**src/hw/rtl/itb_pkg.sv**
```systemverilog
// itb_pkg: shared types and codes for the interval timer bank.
// Used by itb_ctrl, itb_dp and interval_timer_bank_unit; no dependencies.
package itb_pkg;

  typedef enum logic [1:0] {
    CMD_TICK   = 2'd0,
    CMD_ARM    = 2'd1,
    CMD_CANCEL = 2'd2
  } cmd_t;

  typedef enum logic [1:0] {
    ST_IDLE  = 2'd0,
    ST_SCAN  = 2'd1,
    ST_DRAIN = 2'd2,
    ST_DONE  = 2'd3
  } state_t;

  // one timer slot as held in the slot memory
  typedef struct packed {
    logic [31:0] start_ms;
    logic [31:0] period;
    logic        repeat_en;
    logic        kind;
    logic [7:0]  pin;
    logic        level;
  } slot_ent_t;

  // controller to datapath commands
  typedef struct packed {
    logic arm_we;
    logic cancel_en;
    logic tick_en;
    logic scan_rd;
    logic finish;
  } dp_cmd_t;

endpackage

```
**src/hw/rtl/interval_timer_bank_unit.sv**
```systemverilog
// interval_timer_bank_unit: top level of the interval timer bank.
// Instantiates itb_ctrl and itb_dp; depends on itb_pkg.
//
// Usage:
//   A request is taken at a clock edge with start high and busy low. The
//   in_command code selects tick, arm or cancel; arm loads in_slot with
//   in_duration, in_repeating, in_action_kind, in_pin and in_level and starts
//   it at the current millisecond count. Arm and cancel finish in the cycle
//   they are taken; busy stays low. A slot number at or past NUM_SLOTS and
//   an unused command code are dropped.
//   A tick bumps the millisecond counter and scans the slots one per cycle
//   through the slot memory's single registered read port; busy is high
//   through the scan, drain and done states, and no request is taken until
//   it falls. Each expired slot gives one result, strobed by out_valid for
//   one cycle, in slot order; out_last marks the tick's final result, which
//   shows in the first cycle with busy low again. A tick with nothing
//   expired gives no result.
//   The receiver cannot stall: each result is taken in its strobe cycle.
//   Reset (rst_n low, synchronous) clears the counter and all active bits.
module interval_timer_bank_unit #(
  parameter int NUM_SLOTS = 16
) (
  input  logic        clk,
  input  logic        rst_n,
  input  logic        start,
  output logic        busy,
  input  logic [1:0]  in_command,
  input  logic [3:0]  in_slot,
  input  logic [31:0] in_duration,
  input  logic        in_repeating,
  input  logic        in_action_kind,
  input  logic [7:0]  in_pin,
  input  logic        in_level,
  output logic        out_valid,
  output logic [3:0]  out_fired_slot,
  output logic        out_fired_kind,
  output logic [7:0]  out_pin,
  output logic        out_level,
  output logic        out_last
);

  localparam int SLOT_W = (NUM_SLOTS > 1) ? $clog2(NUM_SLOTS) : 1;

  itb_pkg::dp_cmd_t  cmd;
  logic [SLOT_W-1:0] scan_idx;

  itb_ctrl #(
    .NUM_SLOTS (NUM_SLOTS),
    .SLOT_W    (SLOT_W)
  ) u_ctrl (
    .clk        (clk),
    .rst_n      (rst_n),
    .start      (start),
    .in_command (in_command),
    .in_slot    (in_slot),
    .busy       (busy),
    .cmd        (cmd),
    .scan_idx   (scan_idx)
  );

  itb_dp #(
    .NUM_SLOTS (NUM_SLOTS),
    .SLOT_W    (SLOT_W)
  ) u_dp (
    .clk            (clk),
    .rst_n          (rst_n),
    .cmd            (cmd),
    .scan_idx       (scan_idx),
    .in_slot        (in_slot),
    .in_duration    (in_duration),
    .in_repeating   (in_repeating),
    .in_action_kind (in_action_kind),
    .in_pin         (in_pin),
    .in_level       (in_level),
    .out_valid      (out_valid),
    .out_fired_slot (out_fired_slot),
    .out_fired_kind (out_fired_kind),
    .out_pin        (out_pin),
    .out_level      (out_level),
    .out_last       (out_last)
  );

`ifndef SYNTHESIS
  // arm, cancel and unused codes never occupy the block
  a_short_req_idle: assert property (@(posedge clk) disable iff (!rst_n)
    start && !busy && (in_command != itb_pkg::CMD_TICK) |=> !busy)
    else $error("busy raised by a non-tick request");

  a_tick_busy: assert property (@(posedge clk) disable iff (!rst_n)
    start && !busy && (in_command == itb_pkg::CMD_TICK) |=> busy)
    else $error("tick request did not start a scan");

  // the final result of a tick is never followed directly by another result
  a_last_ends: assert property (@(posedge clk) disable iff (!rst_n)
    out_valid && out_last |=> !out_valid)
    else $error("result strobed right after the last one of a tick");

  // every result other than the final one arrives while the scan is running
  a_mid_busy: assert property (@(posedge clk) disable iff (!rst_n)
    out_valid && !out_last |-> busy)
    else $error("non-final result outside a scan");
`endif

endmodule

```
**src/hw/rtl/itb_ctrl.sv**
```systemverilog
// itb_ctrl: request decode and scan sequencer for the interval timer bank.
// Depends on itb_pkg; drives itb_dp through an itb_pkg::dp_cmd_t command group.
module itb_ctrl #(
  parameter int NUM_SLOTS = 16,
  parameter int SLOT_W    = 4
) (
  input  logic              clk,
  input  logic              rst_n,
  input  logic              start,
  input  logic [1:0]        in_command,
  input  logic [3:0]        in_slot,
  output logic              busy,
  output itb_pkg::dp_cmd_t  cmd,
  output logic [SLOT_W-1:0] scan_idx
);

  itb_pkg::state_t   state_r, state_nxt;
  logic [SLOT_W-1:0] idx_r, idx_nxt;
  logic              accept;
  logic              slot_ok;

  assign accept  = start && !busy;
  assign slot_ok = (32'(in_slot) < 32'(NUM_SLOTS));
  assign busy    = (state_r != itb_pkg::ST_IDLE);
  assign scan_idx = idx_r;

  always_ff @(posedge clk) begin
    if (!rst_n) begin
      state_r <= itb_pkg::ST_IDLE;
      idx_r   <= '0;
    end else begin
      state_r <= state_nxt;
      idx_r   <= idx_nxt;
    end
  end

  always_comb begin
    state_nxt = state_r;
    idx_nxt   = idx_r;
    cmd       = '0;
    unique case (state_r)
      itb_pkg::ST_IDLE: begin
        idx_nxt = '0;
        if (accept) begin
          if (in_command == itb_pkg::CMD_TICK) begin
            cmd.tick_en = 1'b1;
            state_nxt   = itb_pkg::ST_SCAN;
          end else if (in_command == itb_pkg::CMD_ARM) begin
            cmd.arm_we = slot_ok;
          end else if (in_command == itb_pkg::CMD_CANCEL) begin
            cmd.cancel_en = slot_ok;
          end
        end
      end
      itb_pkg::ST_SCAN: begin
        cmd.scan_rd = 1'b1;
        if (idx_r == SLOT_W'(NUM_SLOTS - 1)) begin
          state_nxt = itb_pkg::ST_DRAIN;
        end else begin
          idx_nxt = idx_r + 1'b1;
        end
      end
      // last slot read is evaluated here
      itb_pkg::ST_DRAIN: begin
        state_nxt = itb_pkg::ST_DONE;
      end
      itb_pkg::ST_DONE: begin
        cmd.finish = 1'b1;
        state_nxt  = itb_pkg::ST_IDLE;
      end
      default: begin
        state_nxt = itb_pkg::ST_IDLE;
      end
    endcase
  end

endmodule

```
**src/hw/rtl/itb_dp.sv**
```systemverilog
// itb_dp: slot memory, active bits, millisecond counter, expiry check and
// result registers. Depends on itb_pkg; commanded by itb_ctrl.
module itb_dp #(
  parameter int NUM_SLOTS = 16,
  parameter int SLOT_W    = 4
) (
  input  logic              clk,
  input  logic              rst_n,
  input  itb_pkg::dp_cmd_t  cmd,
  input  logic [SLOT_W-1:0] scan_idx,
  input  logic [3:0]        in_slot,
  input  logic [31:0]       in_duration,
  input  logic              in_repeating,
  input  logic              in_action_kind,
  input  logic [7:0]        in_pin,
  input  logic              in_level,
  output logic              out_valid,
  output logic [3:0]        out_fired_slot,
  output logic              out_fired_kind,
  output logic [7:0]        out_pin,
  output logic              out_level,
  output logic              out_last
);

  itb_pkg::slot_ent_t slot_mem [NUM_SLOTS];
  itb_pkg::slot_ent_t rd_q_r;
  itb_pkg::slot_ent_t wr_ent;
  itb_pkg::slot_ent_t arm_ent;
  itb_pkg::slot_ent_t wb_ent;

  logic [31:0]          now_ms_r;
  logic [NUM_SLOTS-1:0] active_r, active_nxt;
  logic                 ev_v_r;
  logic [SLOT_W-1:0]    ev_idx_r;
  logic [SLOT_W-1:0]    arm_idx;
  logic [SLOT_W-1:0]    wr_addr;
  logic                 wr_en;
  logic [31:0]          elapsed;
  logic                 fire;

  // pending result: held until we know whether another slot fires this tick
  logic       pend_v_r;
  logic [3:0] pend_slot_r;
  logic       pend_kind_r;
  logic [7:0] pend_pin_r;
  logic       pend_level_r;

  assign arm_idx = SLOT_W'(in_slot);
  assign elapsed = now_ms_r - rd_q_r.start_ms;
  assign fire    = ev_v_r && active_r[ev_idx_r] && (elapsed >= rd_q_r.period);

  always_comb begin
    arm_ent.start_ms  = now_ms_r;
    arm_ent.period    = in_duration;
    arm_ent.repeat_en = in_repeating;
    arm_ent.kind      = in_action_kind;
    arm_ent.pin       = in_pin;
    arm_ent.level     = in_level;

    wb_ent          = rd_q_r;
    wb_ent.start_ms = now_ms_r;
    if (!rd_q_r.kind) begin
      wb_ent.level = ~rd_q_r.level;
    end

    wr_en   = cmd.arm_we || (fire && rd_q_r.repeat_en);
    wr_addr = cmd.arm_we ? arm_idx : ev_idx_r;
    wr_ent  = cmd.arm_we ? arm_ent : wb_ent;

    active_nxt = active_r;
    priority if (cmd.arm_we) begin
      active_nxt[arm_idx] = 1'b1;
    end else if (cmd.cancel_en) begin
      active_nxt[arm_idx] = 1'b0;
    end else if (fire && !rd_q_r.repeat_en) begin
      active_nxt[ev_idx_r] = 1'b0;
    end
  end

  always_ff @(posedge clk) begin
    if (wr_en) begin
      slot_mem[wr_addr] <= wr_ent;
    end
    if (cmd.scan_rd) begin
      rd_q_r <= slot_mem[scan_idx];
    end
    ev_idx_r <= scan_idx;
  end

  always_ff @(posedge clk) begin
    if (!rst_n) begin
      now_ms_r <= '0;
      active_r <= '0;
      ev_v_r   <= 1'b0;
    end else begin
      active_r <= active_nxt;
      ev_v_r   <= cmd.scan_rd;
      if (cmd.tick_en) begin
        now_ms_r <= now_ms_r + 32'd1;
      end
    end
  end

  always_ff @(posedge clk) begin
    if (!rst_n) begin
      pend_v_r  <= 1'b0;
      out_valid <= 1'b0;
    end else begin
      out_valid <= 1'b0;
      if (fire) begin
        out_valid <= pend_v_r;
        pend_v_r  <= 1'b1;
      end else if (cmd.finish) begin
        out_valid <= pend_v_r;
        pend_v_r  <= 1'b0;
      end
    end
  end

  always_ff @(posedge clk) begin
    if (fire || cmd.finish) begin
      out_fired_slot <= pend_slot_r;
      out_fired_kind <= pend_kind_r;
      out_pin        <= pend_pin_r;
      out_level      <= pend_level_r;
      out_last       <= cmd.finish;
    end
    if (fire) begin
      pend_slot_r  <= 4'(ev_idx_r);
      pend_kind_r  <= rd_q_r.kind;
      pend_pin_r   <= rd_q_r.kind ? 8'd0 : rd_q_r.pin;
      pend_level_r <= rd_q_r.kind ? 1'b0 : rd_q_r.level;
    end
  end

endmodule

```
**config.mk**
```make
export PLATFORM = sky130hd
export DESIGN_NAME = interval_timer_bank_unit
export DESIGN_NICKNAME = d
export VERILOG_FILES = /design/src/hw/rtl/itb_pkg.sv /design/src/hw/rtl/interval_timer_bank_unit.sv /design/src/hw/rtl/itb_ctrl.sv /design/src/hw/rtl/itb_dp.sv
export SDC_FILE = /design/constraint.sdc
export NUM_CORES = 1
export LEC_CHECK = 0
export BUFFER_PORTS_ARGS = -buffer_cell sky130_fd_sc_hd__buf_2
export CORE_MARGIN = 3
export CORE_UTILIZATION = 50
export CTS_BUF_LIST = sky130_fd_sc_hd__clkbuf_16
export CTS_CLUSTER_SIZE = 12
export DETAILED_ROUTE_END_ITERATION = 16
export GPL_ROUTABILITY_DRIVEN = 0
export PLACE_DENSITY = 0.66
export SYNTH_ARGS = -nofsm -noshare
export SYNTH_HDL_FRONTEND = slang
export SYNTH_SLANG_ARGS = --single-unit
```
**constraint.sdc**
```tcl
create_clock -name clk -period 10.35 [get_ports clk]
set_input_delay 0 -clock clk [delete_from_list [all_inputs] [get_ports clk]]
set_output_delay 0 -clock clk [all_outputs]
set_load 0.01 [all_outputs]
```
==> run metrics <==
worst slew pin tran=roughly 1100 ps; crit share post-route=between 70% and 80%; Area Growth Syn to Fin=12.6%; leading area contributor after synthesis=edfxtp_1; die height=around 330 µm; worst path arrival time=just under 8000 ps; DRC violations left=0; Rows=between 100 and 150; maxcap violations=0; total track usage=22.0%; DIE AREA=0.112 mm²; final hold viol count=0; Worst slew margin=between 20% and 30%; ys flop type=edfxtp_1; Synth cell types=64; drt first pass iters=6; CP startpoint kind=register; drt total wl=121000 µm; Die X=approximately 330 µm; # IOs=between 60 and 70; first-pass GRT wire length=~180000 µm; RSZ-0062 raised after global routing=no; Core Area=roughly 0.11 mm²; Pwr per Cell Area=around 200 mW/mm²; clock-pin transition on the worst setup and hold timing paths=60 ps; initial antenna violation count=2; warnings from Yosys=0; largest net degree at the start of global routing=between 100 and 150; FF+latch count, synth=between 1000 and 1500; CTS tree=done; Vias=between 20000 and 30000; CP cell instances=inv_1 -> ha_1 -> inv_1 -> fa_1 -> a211oi_1 -> o21bai_1 -> and3_1 -> o21ai_0 -> a311oi_1 -> a41oi_1 -> mux2i_1 -> nand3_1 -> ha_1 -> nand4_1 -> nor2_1 -> o21ai_0 -> o221a_2 -> or4b_2 -> o22ai_4 -> buf_4 -> buf_4; CTS sink cnt=1365; CTS Buffer Depth=3; hold crit path type=in2reg; critical path required time=~11000 ps; Pleak=~20 nW; Critical Path Fanout Max=39; I/O Buffers=between 60 and 70; grt ovf=0; DP Wirelength=67500 µm; fraction of layout instances using a drive strength above 1=between 20% and 30%; Mapped Cells=~2600; Yosys top cell area share=between 70% and 80%; H-tree depth=4; Worst-Skew Late Latency=750 ps; WHS=a little under 20 ps; mapped cell area=~0.054 mm²; highest clock rate=133 MHz; setup violators final=0; Crit. End Element=register; fin nets=2920; Slowest-stage cell, CP=or4b_2; setup_tns=0 ps; Worst VDD drop=0.000150 V; top cells by area, synth=edfxtp_1, mux4_2, dfxtp_1; Slew Viols, Final=0; critical path class=reg2reg; status=completed; sequential fraction of the synthesis area=~75%; total CTS buffers=roughly 140; synthesized area per cell=about 21 µm²; Net Count, Synth=~2700; fin crit period=7530 ps; Routed wire per std cell=28.3 µm; fraction of registers with async set/reset=0%; CTS root buf=clkbuf_16; Final ANT Viol Nets=0; EDFF count, synth=roughly 1300; CTS resizes=0; Critical Path Max Stage Delay=around 880 ps; Initial Util=50.8%; Max Clock Skew=between 40 and 50 ps; vias per inst=approximately 6.2; initial DRC count=2964; vias in the first global route=approximately 28000
kinds of logic (layout without fill, tap and decap cells):
| kind of cell | count (synthesis) | count (layout) | synth area share [%] |
|---|---|---|---|
| adder cells (fa/ha/maj) | 70 | 70 | 1.63 |
| flip-flops | 1365 | 1365 | 74.7 |
| multiplexers | 385 | 385 | 15.9 |
| other | 0 | 1 | 0 |
| buffers and inverters | 188 | 462 | 1.33 |
| AND/OR/NAND/NOR | 333 | 333 | 3.10 |
| AO/OA/AOI/OAI | 213 | 213 | 2.51 |
| XOR/XNOR | 51 | 51 | 0.826 |
path summary, 6_finish.rpt:
path	slack [ps]	endpoint	cells after the start	startpoint
worst max-delay path	2820	u_dp.slot_mem[2][46]	21	u_dp.now_ms_r[0]
worst min-delay path	20	u_dp.slot_mem[0][12]	3	in_duration[1]
worst max register to register	2820	u_dp.slot_mem[2][46]	21	u_dp.now_ms_r[0]
worst min register to register	430	u_dp.out_level	0	u_dp.pend_level_r
critical path: cells and delay by family (launching register included):
family / cells / cell delay [ps]
AO/OA/AOI/OAI: 8 / 2230
AND/OR/NAND/NOR: 5 / 1540
buffers and inverters: 4 / 1500
adder cells (fa/ha/maj): 3 / 780
flip-flops: 1 / 710
multiplexers: 1 / 250
layout make-up:
class	count	area, µm²
Tap cell	1391	1740
Clock buffer	142	3550
Clock inverter	80	474
Fill cell	7753	45500
Sequential cell	1365	40400
Inverter	69	259
Multi-Input combinational cell	1052	13200
Antenna cell	1	2.50
Timing Repair Buffer	171	1240
state kept, by name, summed over array words and instances, names as in the netlist, 2 cells and up:
signal               cells
u_ctrl.scan_idx          4
u_ctrl.state_r           2
u_dp.active_r           16
u_dp.ev_idx_r            4
u_dp.now_ms_r           32
u_dp.out_fired_slot      4
u_dp.out_pin             8
u_dp.pend_pin_r          8
u_dp.pend_slot_r         4
u_dp.rd_q_r             75
u_dp.slot_mem         1200
synthesized netlist by cell type, types with 23 or more instances:
cell type	number
a21oi_1	46
and2_1	29
buf_1	24
clkbuf_1	84
dfxtp_1	61
edfxtp_1	1304
ha_1	69
inv_1	69
mux4_2	379
nand2_1	115
nand4_1	23
nor2_1	57
nor2b_1	24
o21ai_0	59
xnor2_1	40
power breakdown:
part           internal (mW)  switching, mW
registers               6.31         0.0718
clock network           2.50           2.01
logic                  0.551          0.780
metrics by stage:
| stage | util (%) | cells | area [µm²] | total power [mW] | setup slack [ps] |
|---|---|---|---|---|---|
| 2_1_floorplan | - | 2605 | 54100 | 7.39 | 1950 |
| 3_3_place_gp | 53.1 | 4012 | 56500 | 7.79 | 3130 |
| 3_5_place_dp | 53.1 | 4012 | 56500 | 7.83 | 3010 |
| 4_1_cts | 57.2 | 4266 | 60800 | 12.3 | 2990 |
| 5_1_grt | 57.2 | 4270 | 60900 | 12.7 | 2400 |
| 6_report | 57.2 | 4271 | 60900 | 12.2 | 2820 |
metal layers:
layer | GRT usage, % | up-vias | share of wire (%)
met1 | 30.9 | 14100 | 41
met4 | 6.21 | 2 | 2.4
met2 | 36.1 | 1006 | 50
met3 | 3.82 | 220 | 6.5
met5 | 0 | - | 0.011
li1 | - | 11100 | -
placed cells by master (no fill, tap or decap), types with 7 or more instances in the layout:
cell type	instances
a21boi_0	7
a21o_1	20
a21oi_1	46
a31oi_1	7
and2_1	29
and3_1	8
buf_2	68
buf_4	66
clkbuf_16	142
clkinv_1	22
dfxtp_1	57
dlygate4sd3_1	34
edfxtp_1	1304
ha_1	68
inv_1	109
mux4_2	379
nand2_1	115
nand2b_1	11
nand3_1	20
nand4_1	23
nor2_1	57
nor2b_1	24
o21ai_0	44
o21ai_1	15
o221ai_1	17
o22ai_4	16
or2_2	7
xnor2_1	40
xor2_1	11
what timing repair did:
item                                    CTS  global route
setup buffers                             0             0
hold buffers                             32             2
endpoints found under the setup margin    0             0
endpoints found under the hold margin   365            32
No activity file was read; power rests on OpenSTA's default activity.
